## config.mk

```make
export PLATFORM = sky130hd
export DESIGN_NAME = lge_apb_regs
export DESIGN_NICKNAME = d
export VERILOG_FILES = /design/src/rtl/lge_pkg.sv /design/src/rtl/lge_apb_regs.sv
export SDC_FILE = /design/constraint.sdc
export NUM_CORES = 1
export LEC_CHECK = 0
export ABC_AREA = 1
export BUFFER_PORTS_ARGS = -buffer_cell sky130_fd_sc_hd__buf_4
export CORE_MARGIN = 1.5
export CORE_UTILIZATION = 38
export DETAILED_ROUTE_END_ITERATION = 10
export HOLD_SLACK_MARGIN = 0.02
export PLACE_DENSITY = 0.86
export RECOVER_POWER = 25
export SLEW_MARGIN = 25
export SYNTH_ARGS = -nofsm -noshare
export SYNTH_HDL_FRONTEND = slang
export SYNTH_SLANG_ARGS = --single-unit
```

## constraint.sdc

```tcl
create_clock -name clk -period 1.25 [get_ports clk]
set_input_delay 0.25 -clock clk [delete_from_list [all_inputs] [get_ports clk]]
set_output_delay 0.25 -clock clk [all_outputs]
set_load 0.05 [all_outputs]
```

## src/rtl/lge_pkg.sv

```systemverilog
`timescale 1ns / 1ps
// ============================================================================
// lge_pkg
// Shared constants, types and state codes for the life generation engine.
// ============================================================================
package lge_pkg;

    localparam int MAX_ROWS = 64;
    localparam int MAX_COLS = 64;
    localparam int ROW_W    = $clog2(MAX_ROWS);
    localparam int COL_W    = $clog2(MAX_COLS);
    localparam int SIZE_W   = 7;
    localparam int FUNC_W   = 2;
    localparam int CNT_W    = 4;
    localparam int GEN_W    = 32;
    localparam int APB_DW   = 32;
    localparam int APB_AW   = 3;

    // B3/S23 rule counts
    localparam logic [CNT_W-1:0] CNT_BIRTH = CNT_W'(3);
    localparam logic [CNT_W-1:0] CNT_KEEP  = CNT_W'(2);

    // register indexes
    localparam logic REG_ROW_COUNT = 1'b0;
    localparam logic REG_COL_COUNT = 1'b1;

    typedef enum logic [FUNC_W-1:0] {
        FN_WRITE  = 2'd0,
        FN_READ   = 2'd1,
        FN_EVOLVE = 2'd2,
        FN_CLEAR  = 2'd3
    } func_t;

    typedef logic [MAX_COLS-1:0] row_bits_t;

    typedef struct packed {
        logic             rd_en;
        logic [ROW_W-1:0] rd_addr;
        logic             wr_en;
        logic [ROW_W-1:0] wr_addr;
        row_bits_t        wr_data;
        logic             clear;
    } mem_req_t;

    typedef struct packed {
        logic [SIZE_W-1:0] rows_used;
        logic [SIZE_W-1:0] cols_used;
        logic              wipe;
    } cfg_t;

    typedef enum logic [3:0] {
        S_IDLE,
        S_WR_RD,
        S_WR_WB,
        S_LD_PREV,
        S_LD_CUR,
        S_LD_NEXT,
        S_LD_DONE,
        S_COUNT,
        S_SWEEP,
        S_ROW_WR,
        S_SHIFT,
        S_FINISH
    } state_t;

endpackage

```

## src/rtl/lge_apb_regs.sv

```systemverilog
`timescale 1ns / 1ps
// ============================================================================
// lge_apb_regs
// APB register file for the grid size; clamps sizes and flags a wipe on write.
// ============================================================================
module lge_apb_regs (
    input  logic                       clk,
    input  logic                       rst_n,
    input  logic                       psel,
    input  logic                       penable,
    input  logic                       pwrite,
    input  logic [lge_pkg::APB_AW-1:0] paddr,
    input  logic [lge_pkg::APB_DW-1:0] pwdata,
    output logic [lge_pkg::APB_DW-1:0] prdata,
    output logic                       pready,
    output lge_pkg::cfg_t              cfg
);
    import lge_pkg::*;

    logic [SIZE_W-1:0] row_count_reg;
    logic [SIZE_W-1:0] col_count_reg;
    logic              wr_hit;
    logic              reg_idx;

    assign pready  = 1'b1;
    assign reg_idx = paddr[APB_AW-1];
    assign wr_hit  = psel & penable & pwrite;

    always_ff @(posedge clk or negedge rst_n)
    begin
        if (!rst_n)
        begin
            row_count_reg <= SIZE_W'(MAX_ROWS);
            col_count_reg <= SIZE_W'(MAX_COLS);
        end
        else if (wr_hit)
        begin
            unique case (reg_idx)
                REG_ROW_COUNT: row_count_reg <= pwdata[SIZE_W-1:0];
                REG_COL_COUNT: col_count_reg <= pwdata[SIZE_W-1:0];
                default:       row_count_reg <= row_count_reg;
            endcase
        end
    end

    always_comb
    begin
        unique case (reg_idx)
            REG_ROW_COUNT: prdata = APB_DW'(row_count_reg);
            REG_COL_COUNT: prdata = APB_DW'(col_count_reg);
            default:       prdata = '0;
        endcase
    end

    // zero counts as one, oversize saturates
    always_comb
    begin
        if (row_count_reg == '0)
            cfg.rows_used = SIZE_W'(1);
        else if (row_count_reg > SIZE_W'(MAX_ROWS))
            cfg.rows_used = SIZE_W'(MAX_ROWS);
        else
            cfg.rows_used = row_count_reg;

        if (col_count_reg == '0)
            cfg.cols_used = SIZE_W'(1);
        else if (col_count_reg > SIZE_W'(MAX_COLS))
            cfg.cols_used = SIZE_W'(MAX_COLS);
        else
            cfg.cols_used = col_count_reg;

        cfg.wipe = wr_hit;
    end

endmodule

```

Yosys cells after proc, flatten, opt, wreduce, memory -nomap -nowiden

Index checks and enable logic that the tools add are counted.

Bits in registers: 14
Logic and storage cells: 16

Magnitude comparators: 2
Mux-type cells: 5
Bitwise gates (word level): 3
Reductions and logical operators: 4

Operators with widths:

| cell                                       | number |
|---|---|
| 32-bit one-hot mux with 2 select lines     | 1 |
| 7-bit two-way mux                          | 4 |
| 7-bit > comparator (second input constant) | 2 |
| 7-bit zero test                            | 2 |
| 2-bit AND reduction                        | 2 |
| 1-bit bitwise AND                          | 2 |
| 1-bit inverter                             | 1 |

Logic depth before layout (Yosys ltp)

Word-level depth: 3
Mapped depth: 6
Depth with buffers taken out: 5

Worst setup path before layout

OpenSTA, ideal clock, no wires.

Path kind: flip-flop to output port
From: register row_count_reg[6]
To: output prdata[6] in the netlist's numbering
Arrival time: 1.683 ns
Setup slack: -0.683 ns
Stages on the path, launching flop included: 3
Path buffers: 0
Path through: dfstp_2 -> inv_1 -> o21ai_0

Word-level cells in the longest chain between the ends: 1

RTL lines:

| item                                   | line               | source |
|---|---|---|
| from (decl)                            | lge_apb_regs.sv:20 | `logic [SIZE_W-1:0] row_count_reg;` |
| from (signal assigned)                 | lge_apb_regs.sv:33 | `row_count_reg <= SIZE_W'(MAX_ROWS);` |
| from (signal assigned)                 | lge_apb_regs.sv:39 | `REG_ROW_COUNT: row_count_reg <= pwdata[SIZE_W-1:0];` |
| from (signal assigned)                 | lge_apb_regs.sv:41 | `default: row_count_reg <= row_count_reg;` |
| 32-bit one-hot mux with 2 select lines | lge_apb_regs.sv:48 | `unique case (reg_idx)` |
| to (decl)                              | lge_apb_regs.sv:14 | `output logic [lge_pkg::APB_DW-1:0] prdata,` |

No other way between the ends. The select of a mux whose other input is x is not followed.

==> out/metrics.cfg <==
[outcome]
status=finished, violations left
violations=negative setup slack

[min_path]
whs_path_depth=3
hp-class=in2reg
whs_endpoint=col_count_reg[6]
holdCritStartpoint=pwdata[6]

[timing]
rsz0062_at_grt=true
worst_slack_ns=-0.3707
fmax_ghz=0.6170
fin_crit_sh_pct=129.7
drv_slew=0
fin_worst_skew_ns=0
hold_slack_ns=0.2469
worst_pin_slew_ns=0.7432
setup_violations=21
maxSlewHeadroom_pct=50.46
final.min_clock_period_ns=1.621
hold_viol_final=0

[floorplanning]
fp.dieH_um=55.72
core-area_sq_mm=0.002545
die_w_um=55.72
die_area_sq_mm=0.003104
io_pins=88
start_util_pct=41.49
placementRows=18

[clock_tree]
cts-root-buf=clkbuf_4
path_clk_slew_ns=0.09
cts-buffers-inserted=3
h-tree-depth=1
clock_sinks=14
max-clock-path-buffers=2
clock_latency_ns=0.28
cts_tree=yes

[routing]
dr.pass1.iters=4
ant_nets=0
avgRoutedWirePerCell_um=12.86
num_vias=983
drtIter0Drc=13
viasPerCell=4.408
wl_um=2868
drcViolationCount=0

[global_routing]
grt_overflow=0
grt_max_degree=16
grt_pass1_vias=921
grt_pass1_wl_um=3995
track_usage_pct=16.51
antenna_found_initial=0

[finish]
final_common_cell=conb_1
diodes=0
layout_common_cells=conb_1, buf_6, o21ai_2, nand2_1, buf_4
fin_nets=234
utilization_pct=69.03
fill_cells=192
drive_above_1_share_pct=62.18
synthToLayoutAreaGrowth_pct=66.35

[critical_path]
crit_chain=nor2_4, nand3_2, nand2_4, inv_4, nor2_4, buf_8
crit_slowest_cell=dfrtp_1
path_buf_inv=2
path_class=reg2out
worst-path-max-fanout=3
cp-start-kind=flop
rrSetupSlack_ns=0.21
cp-end-kind=output pin
critPathRequiredTime_ns=1.00
reg2reg_from=col_count_reg[6]
ff2ff_path_depth=4
crit_arrival_ns=1.37
path_common_cell=nor2_4
cp_top_family=simple AND/OR/NAND/NOR gates
regToRegEndpoint=col_count_reg[6]
critical-path-max-stage-delay_ns=0.43

[logic_synthesis]
synth_top_family_by_area=buffers and inverters
ys_ff_latch=14
synth-simple-area-share_pct=21.09
synth_compound_area_share_pct=14.45
syn_avg_cell_area_sq_um=7.333
netlist_area_sq_mm=0.001056
synthDistinctLibCells=18
ys_seq_area_share_pct=33.41
synth_xor_area_share_pct=0
synthAdderAreaFrac_pct=0
synthMuxAreaShare_pct=0
yosysWarnings=0
synthCells=144

[flow_run]
drv_cap=0

[placement]
place_hpwl_um=1904
port_buffers=34
gp_congestion=0.7943

[pwr]
p_per_area_mw_per_mm2=1692
vdd_ir_drop_max_uv=1173
leakage_nw=0.8918

==> routing by layer <==
layer / global-route usage, % / wire (um) / vias up
met5: 0 / 0 / -
met4: 6.272 / 96 / 0
met3: 2.326 / 126 / 10
met2: 31.29 / 1632 / 44
met1: 18.35 / 1013 / 450
li1: - / - / 479
==> per-stage QoR <==
step                setup TNS, ns  area (sq um)  worst slack (ns)  power, W  std cells
global route               -6.221          1757           -0.4391  0.003092        223
CTS                        -4.474          1619           -0.3429  0.002765        222
detailed placement        -0.5811          1393           -0.1056  0.002174        216
finish                     -5.100          1757           -0.3707  0.002973        223
floorplan                 -0.5986          1220           -0.1285  0.001776        168
global placement          -0.2477          1393          -0.05262  0.002147        216
==> final cells by class <==
type,count,area [sq um],area share (%)
well taps,30,37.54,2.137
inverters,22,100.1,5.698
multi-input cells,100,675.6,38.46
flip-flops and latches,14,352.8,20.09
repair buffers,53,554.3,31.55
clock buffers,4,36.28,2.066
==> worst register-to-register path: cells and delay by family (launching register included) <==
kind / cells / cell delay (ns)
flip-flops: 1 / 0.60
buffers and inverters: 2 / 0.26
AO/OA/AOI/OAI: 1 / 0.07
AND/OR/NAND/NOR: 1 / 0.05
==> worst max path at each step <==
stage,cells after the start,end,start
after floorplan,2,prdata[5],row_count_reg[5]
after global placement,6,cfg[2],col_count_reg[3]
after detailed placement,6,cfg[2],col_count_reg[3]
after CTS,6,cfg[6],col_count_reg[2]
after global routing,6,cfg[6],col_count_reg[3]
final,6,cfg[6],col_count_reg[3]
==> cells in the mapped netlist <==
master,count,area (sq um)
nand2_1,30,112.6
buf_4,27,202.7
inv_1,20,75.07
nor2_1,16,60.06
o21ai_2,14,122.6
dfrtp_1,12,300.3
o21ai_0,6,30.03
nand3_1,3,15.01
buf_6,2,22.52
clkbuf_1,2,7.510
conb_1,2,7.510
dfstp_2,2,52.55
inv_2,2,7.510
nand2_2,2,12.51
buf_2,1,5.000
nand4_1,1,6.260
nor2_4,1,11.26
nor3_1,1,5.000
==> report_power, final <==
part / leakage (nW) / total [W] / internal (W) / switching, W
combinational: 0.699 / 0.00200 / 0.000750 / 0.00125
clock: 0.0210 / 0.000325 / 0.000177 / 0.000148
sequential: 0.172 / 0.000648 / 0.000547 / 0.000100
==> kinds of logic (layout without fill, tap and decap cells) <==
| group | after synthesis | in the layout |
|---|---|---|
| buffers and inverters | 54 | 79 |
| and+or+nand+nor | 54 | 54 |
| DFF | 14 | 14 |
| AOI/OAI and AO/OA | 20 | 20 |
| other | 2 | 26 |
==> timing repair <==
action / 4_1_cts / 5_1_grt
setup buffers: 3 / 3
gates resized for setup: 54 / 36
endpoints found under the setup margin: 21 / 21
hold endpoints to repair: 13 / 0
pin swaps: 14 / 17
hold buffers: 1 / 0
(Power assumes the default switching activity.)
