[config.mk]
export PLATFORM = sky130hd
export DESIGN_NAME = lge_nbr_unit
export DESIGN_NICKNAME = d
export VERILOG_FILES = /design/src/rtl/lge_pkg.sv /design/src/rtl/lge_nbr_unit.sv
export SDC_FILE = /design/constraint.sdc
export NUM_CORES = 1
export LEC_CHECK = 0
export ABC_AREA = 1
export BUFFER_PORTS_ARGS = -buffer_cell sky130_fd_sc_hd__buf_2
export CAP_MARGIN = 25
export CORE_ASPECT_RATIO = 0.5
export CORE_MARGIN = 2
export CORE_UTILIZATION = 53
export DETAILED_ROUTE_END_ITERATION = 7
export PLACE_DENSITY = 0.89
export REMOVE_ABC_BUFFERS = 1
export SYNTH_ARGS = -nofsm -noshare
export SYNTH_HDL_FRONTEND = slang
export SYNTH_SLANG_ARGS = --single-unit
[constraint.sdc]
create_clock -name vclk -period 14.95
set_clock_uncertainty 0.1 [all_clocks]
set_input_delay 2.99 -clock vclk [all_inputs]
set_output_delay 2.99 -clock vclk [all_outputs]
set_load 0.01 [all_outputs]
[src/rtl/lge_pkg.sv]
`timescale 1ns / 1ps
// ============================================================================
// lge_pkg
// Shared constants, types and state codes for the life generation engine.
// ============================================================================
package lge_pkg;

    localparam int MAX_ROWS = 64;
    localparam int MAX_COLS = 64;
    localparam int ROW_W    = $clog2(MAX_ROWS);
    localparam int COL_W    = $clog2(MAX_COLS);
    localparam int SIZE_W   = 7;
    localparam int FUNC_W   = 2;
    localparam int CNT_W    = 4;
    localparam int GEN_W    = 32;
    localparam int APB_DW   = 32;
    localparam int APB_AW   = 3;

    // B3/S23 rule counts
    localparam logic [CNT_W-1:0] CNT_BIRTH = CNT_W'(3);
    localparam logic [CNT_W-1:0] CNT_KEEP  = CNT_W'(2);

    // register indexes
    localparam logic REG_ROW_COUNT = 1'b0;
    localparam logic REG_COL_COUNT = 1'b1;

    typedef enum logic [FUNC_W-1:0] {
        FN_WRITE  = 2'd0,
        FN_READ   = 2'd1,
        FN_EVOLVE = 2'd2,
        FN_CLEAR  = 2'd3
    } func_t;

    typedef logic [MAX_COLS-1:0] row_bits_t;

    typedef struct packed {
        logic             rd_en;
        logic [ROW_W-1:0] rd_addr;
        logic             wr_en;
        logic [ROW_W-1:0] wr_addr;
        row_bits_t        wr_data;
        logic             clear;
    } mem_req_t;

    typedef struct packed {
        logic [SIZE_W-1:0] rows_used;
        logic [SIZE_W-1:0] cols_used;
        logic              wipe;
    } cfg_t;

    typedef enum logic [3:0] {
        S_IDLE,
        S_WR_RD,
        S_WR_WB,
        S_LD_PREV,
        S_LD_CUR,
        S_LD_NEXT,
        S_LD_DONE,
        S_COUNT,
        S_SWEEP,
        S_ROW_WR,
        S_SHIFT,
        S_FINISH
    } state_t;

endpackage

[src/rtl/lge_nbr_unit.sv]
`timescale 1ns / 1ps
// ============================================================================
// lge_nbr_unit
// Shared neighbour counter: wrapped eight-cell count and B3/S23 next state.
// ============================================================================
module lge_nbr_unit (
    input  lge_pkg::row_bits_t          row_up,
    input  lge_pkg::row_bits_t          row_mid,
    input  lge_pkg::row_bits_t          row_dn,
    input  logic [lge_pkg::COL_W-1:0]   col,
    input  logic [lge_pkg::SIZE_W-1:0]  cols_used,
    output logic [lge_pkg::CNT_W-1:0]   count,
    output logic                        alive_next
);
    import lge_pkg::*;

    logic [COL_W-1:0]  col_l;
    logic [COL_W-1:0]  col_r;
    logic [SIZE_W-1:0] cols_m1;

    assign cols_m1 = cols_used - SIZE_W'(1);
    assign col_l   = (col == '0) ? cols_m1[COL_W-1:0] : col - COL_W'(1);
    assign col_r   = (SIZE_W'(col) + SIZE_W'(1) == cols_used) ? '0 : col + COL_W'(1);

    assign count = CNT_W'(row_up[col_l])  + CNT_W'(row_up[col])  + CNT_W'(row_up[col_r])
                 + CNT_W'(row_mid[col_l]) + CNT_W'(row_mid[col_r])
                 + CNT_W'(row_dn[col_l])  + CNT_W'(row_dn[col])  + CNT_W'(row_dn[col_r]);

    always_comb
    begin
        case (count)
            CNT_BIRTH: alive_next = 1'b1;
            CNT_KEEP:  alive_next = row_mid[col];
            default:   alive_next = 1'b0;
        endcase
    end

endmodule

Word-level counts from Yosys, hierarchy flattened
Cells that the tools add are included.
{"block": "totals", "register_bits": 0, "in_bits": 205, "output_inout_bits": 5, "wordCells": 39}
{"block": "op_classes", "addsub": 11, "magnitude_cmp": 3, "n_eq_ne": 3, "n_mux": 21, "n_reduce_logical": 1}
{"op": "binary-select mux 1 bit (select 6 bit)", "count": 9}
{"op": "less-than comparator 6 x 7 -> 1 bit (second input constant)", "count": 3}
{"op": "adder 4 x 1 -> 4 bit", "count": 4}
{"op": "two-way mux 6 bit", "count": 2}
{"op": "subtractor 6 x 1 -> 6 bit (second input constant)", "count": 2}
{"op": "two-way mux 1 bit", "count": 9}
{"op": "== test 4 x 2 -> 1 bit (second input constant)", "count": 2}
{"op": "adder 6 x 1 -> 7 bit (second input constant)", "count": 1}
{"op": "== test 7 bit", "count": 1}
{"op": "adder 6 x 1 -> 6 bit (second input constant)", "count": 1}
{"op": "logical NOT 6 bit", "count": 1}
{"op": "adder 3 x 1 -> 4 bit", "count": 1}
{"op": "adder 2 x 1 -> 3 bit", "count": 1}
{"op": "adder 1 x 1 -> 2 bit", "count": 1}
{"op": "case mux 1 bit (2 select lines)", "count": 1}

Longest topological paths before layout
{"block": "logic_depth", "depth_word": 13, "mapped_depth": 35, "mapped_depth_nobuf": 30}

Worst setup path after synthesis
Ideal clock, no wire load.
{"block": "synth_timing", "kind": "input to output", "startpoint": "in col[0] (netlist name)", "endpoint": "out alive_next", "t_arrival_ns": 8.911, "required_time_ns": 11.860, "slack_ns": 2.949, "cell_stages": 30, "n_path_buf": 7, "path_cell_list": "buf_4 inv_2 clkbuf_1 clkbuf_1 ha_1 inv_1 nor2_2 nand4_1 nand2_1 buf_2 buf_1 ha_1 inv_1 clkbuf_1 clkbuf_1 o211ai_1 nand3_1 nand3_1 a21oi_1 o22ai_1 fa_1 fa_1 inv_1 fa_1 inv_1 ha_1 fa_1 xor2_1 nor2_1 o211a_1"}
{"block": "synth_via", "elab_chain_len": 13, "word_cells_on_any_way": 35, "classes_between": "add/sub: 10; eq/ne: 3; mux: 21; reduce/logical: 1"}
{"item": "from (decl)", "line_no": "lge_nbr_unit.sv:10", "rtl": "input logic [lge_pkg::COL_W-1:0] col,"}
{"item": "adder 6 x 1 -> 7 bit (tied with other cells)", "line_no": "lge_nbr_unit.sv:23", "rtl": "assign col_r = (SIZE_W'(col) + SIZE_W'(1) == cols_used) ? '0 : col + COL_W'(1);"}
{"item": "== test 7 bit or two-way mux 6 bit (tied branches)", "line_no": "lge_nbr_unit.sv:23, lge_nbr_unit.sv:22"}
{"item": "two-way mux 6 bit or binary-select mux 1 bit (select 6 bit) (tied branches)", "line_no": "lge_nbr_unit.sv:23, lge_nbr_unit.sv:25"}
{"item": "binary-select mux 1 bit (select 6 bit) or two-way mux 1 bit (tied branches)", "line_no": "lge_nbr_unit.sv:25", "rtl": "assign count = CNT_W'(row_up[col_l]) + CNT_W'(row_up[col]) + CNT_W'(row_up[col_r])"}
{"item": "two-way mux 1 bit (not written as such) or adder 1 x 1 -> 2 bit (tied branches)", "line_no": "lge_nbr_unit.sv:25"}
{"item": "adder 2 x 1 -> 3 bit", "line_no": "lge_nbr_unit.sv:25"}
{"item": "adder 3 x 1 -> 4 bit", "line_no": "lge_nbr_unit.sv:26", "rtl": "+ CNT_W'(row_mid[col_l]) + CNT_W'(row_mid[col_r])"}
{"item": "adder 4 x 1 -> 4 bit", "line_no": "lge_nbr_unit.sv:26"}
{"item": "adder 4 x 1 -> 4 bit (2 in series)", "line_no": "lge_nbr_unit.sv:27", "rtl": "+ CNT_W'(row_dn[col_l]) + CNT_W'(row_dn[col]) + CNT_W'(row_dn[col_r]);"}
{"item": "adder 4 x 1 -> 4 bit *", "line_no": "lge_nbr_unit.sv:27"}
{"item": "net count, one bit", "line_no": "lge_nbr_unit.sv:12", "rtl": "output logic [lge_pkg::CNT_W-1:0] count,"}
{"item": "== test 4 x 2 -> 1 bit", "line_no": "lge_nbr_unit.sv:31", "rtl": "case (count)"}
{"item": "case mux 1 bit (2 select lines) *", "line_no": "lge_nbr_unit.sv:31"}
{"item": "to (decl)", "line_no": "lge_nbr_unit.sv:13", "rtl": "output logic alive_next"}
Mark *: on every way through the listed nets, which the timed path passes. The rest lies on a longest branch. The select of a mux whose other input is x is not followed.

Worst setup path in the final report
{"block": "layout_timing", "startpoint": "in col[0] (netlist name)", "endpoint": "out alive_next"}
{"block": "layout_via", "elab_chain_len": 13, "word_cells_on_any_way": 35, "classes_between": "add/sub: 10; eq/ne: 3; mux: 21; reduce/logical: 1"}
{"item": "adder 6 x 1 -> 7 bit (tied with other cells)", "line_no": "lge_nbr_unit.sv:23"}
{"item": "== test 7 bit or two-way mux 6 bit (tied branches)", "line_no": "lge_nbr_unit.sv:23, lge_nbr_unit.sv:22"}
{"item": "two-way mux 6 bit or binary-select mux 1 bit (select 6 bit) (tied branches)", "line_no": "lge_nbr_unit.sv:23, lge_nbr_unit.sv:25"}
{"item": "binary-select mux 1 bit (select 6 bit) or two-way mux 1 bit (tied branches)", "line_no": "lge_nbr_unit.sv:25"}
{"item": "two-way mux 1 bit (not written as such) or adder 1 x 1 -> 2 bit (tied branches)", "line_no": "lge_nbr_unit.sv:25"}
{"item": "adder 2 x 1 -> 3 bit", "line_no": "lge_nbr_unit.sv:25"}
{"item": "adder 3 x 1 -> 4 bit", "line_no": "lge_nbr_unit.sv:26"}
{"item": "adder 4 x 1 -> 4 bit", "line_no": "lge_nbr_unit.sv:26"}
{"item": "adder 4 x 1 -> 4 bit (3 in series)", "line_no": "lge_nbr_unit.sv:27"}
{"item": "== test 4 x 2 -> 1 bit", "line_no": "lge_nbr_unit.sv:31"}
{"item": "case mux 1 bit (2 select lines) *", "line_no": "lge_nbr_unit.sv:31"}
Mark *: on every way between the ends. The rest lies on a longest branch, timed or not. The select of a mux whose other input is x is not followed.

==> impl_metrics.ini <==
[layout]
syn2layout_area_growth_pct = 13.89
final_area_sq_um = 7099
clkbuf_count = 0
final_util_pct = 63.30
drive_gt1_share_pct = 17.72
final-instance-count-excl-fill = 1547
n_antenna_cell = 0
seqCellArea_sq_um = 0
design.seq.count = 0
fin_nets = 1605

[worst_setup_path]
setup.worst_path.end_class = output port
worst_setup_path_start_kind = primary input
cp_slowest_stage_delay_ps = 650
slowest_stage = nand2_2
path_common_cell = nand2_1
criticalPathCategory = primary input to output port
critPathArrivalTime_ps = 9940
cp.required_ps = 11860
path_max_fanout = 85

[logic_synthesis]
yosys_warnings = 0
synth_area_per_cell_sq_um = 4.881
synth_top_area_cell = nand3_1
syn_area_sq_um = 6233
synthCells = 1277
yosysMostFrequentCell = nand2_1
synthTopCellsByCount = 342 x nand2_1, 311 x nand3_1, 101 x inv_1
synth_cell_type_count = 42
seq_area_frac_synth_pct = 0
synth.area.top_cells = nand3_1 25%, nand2_1 21%, o211ai_1 9.5%, o21ai_0 7.5%, a21oi_1 6.4%
synth_top_area_share_pct = 24.97

[sta]
hold_violations = 0
hold_slack_ps = 6632
report.final.slew_viol_count = 0
fin_ws_ps = 1923
period_minus_slack_ps = 13030
setup-tns-final_ps = 0
final.period_utilization_pct = 87.14
worst_pin_slew_ps = 1034
rsz0062_at_grt = no
max_freq_mhz = 76.76
slew_headroom_pct = 31.00
setup_viol = 0

[floorplan]
fp.dieW_microns = 157.4
start_util_pct = 55.58
dieArea_sq_um = 12700
ios = 210
rows = 27
design.core.area_sq_um = 11220
die_h_microns = 80.69

[routing]
ant_nets = 0
drc_errors = 7
wl_per_cell_microns = 18.83
first_pass_iters = 8
vias_per_cell = 6.913
num_vias = 10694
initialDrtViolationCount = 2457
finalWirelength_mm = 29.12

[power_and_ir_drop]
p_total_mw = 0.3609
powerDensity_nw_per_um2 = 50.84
max-vdd-ir-drop_uv = 34.73
p_leak_nw = 3.552

[place]
globalplace.congestion = 1.010
io_buffers = 210
dp_hpwl_mm = 19.79
place_inst = 1547
place_area_sq_um = 7099
place_ws_ps = 2110

[global_routing]
overflow = 0
grt_pass1_wl_mm = 45.44
antenna_found_initial = 0
first_global_vias = 9478
grt_max_degree = 86
grtUsageTotal_pct = 43.93

[outcome]
status = finished with violations
violations = design-rule violations

[clock_tree]
cts_resized = 0
post_cts_buffers = 0
cts_hold_buffers = 0

[min_path]
holdPathEnd = alive_next
min_path_type = primary input to output port
hold_depth = 5
hold_start = col[5]

[flow_run]
max_cap_violations = 0
[routing by layer]
| layer | vias to the layer above | track usage, % | routed length (microns) |
|---|---|---|---|
| met2 | 1142 | 66.03 | 11460 |
| met1 | 4571 | 54.42 | 10090 |
| li1 | 4657 | - | - |
| met4 | 0 | 25.45 | 2100 |
| met5 | - | 1.732 | 0 |
| met3 | 324 | 15.06 | 5474 |
[layout make-up]
cell class                 instances  area, sq um
timing repair buffer             227         1194
tap                              159        198.9
fill                            1115         4116
multi-input combinational       1052         5296
inverter                         109        410.4
[worst max path at each step]
stage               slack, ps  cells after the start          to   start
floorplan                 610                     25  alive_next  col[0]
global placement         2410                     29  alive_next  col[0]
detailed placement       2110                     29  alive_next  col[0]
CTS                      2100                     29  alive_next  col[0]
global route             1570                     29  alive_next  col[0]
finish                   1920                     29  alive_next  col[0]
[kinds of logic (layout without fill, tap and decap cells)]
logic type | after synthesis | in the layout | share of synthesized area, %
AOI/OAI and AO/OA | 311 | 311 | 30.89
xor gates and xnor gates | 4 | 4 | 0.6826
adders and majority gates | 10 | 10 | 2.489
buffers and inverters | 225 | 336 | 15.07
and+or+nand+nor | 727 | 727 | 50.86
[report_power, final]
part           internal [mW]  total (mW)  switching, mW
Combinational          0.129       0.361          0.232
Sequential                 0           0              0
Clock                      0           0              0
Total                  0.129       0.361          0.232
[placed cells by master, fill, tap and decap left out, drive strengths merged]
master,count
a211oi,4
a21o,1
a21oi,80
a221oi,3
a22oi,2
a31oi,2
buf,227
clkinv,2
fa,4
ha,6
inv,107
nand2,347
nand3,313
nand3b,1
nand4,3
nor2,60
nor3,1
o2111ai,5
o211a,1
o211ai,79
o21a,1
o21ai,99
o21bai,2
o221ai,18
o22ai,4
o311ai,9
o31ai,1
or2,1
or3,1
xnor2,2
xor2,2
[critical path: cells and delay by family]
family                   cells  cell delay, ps
adder cells (fa/ha/maj)      6            2330
AO/OA/AOI/OAI                2             360
XOR/XNOR                     2             800
buffers and inverters        8            1760
AND/OR/NAND/NOR             11            1670
Power figures use the tool's default switching activity.
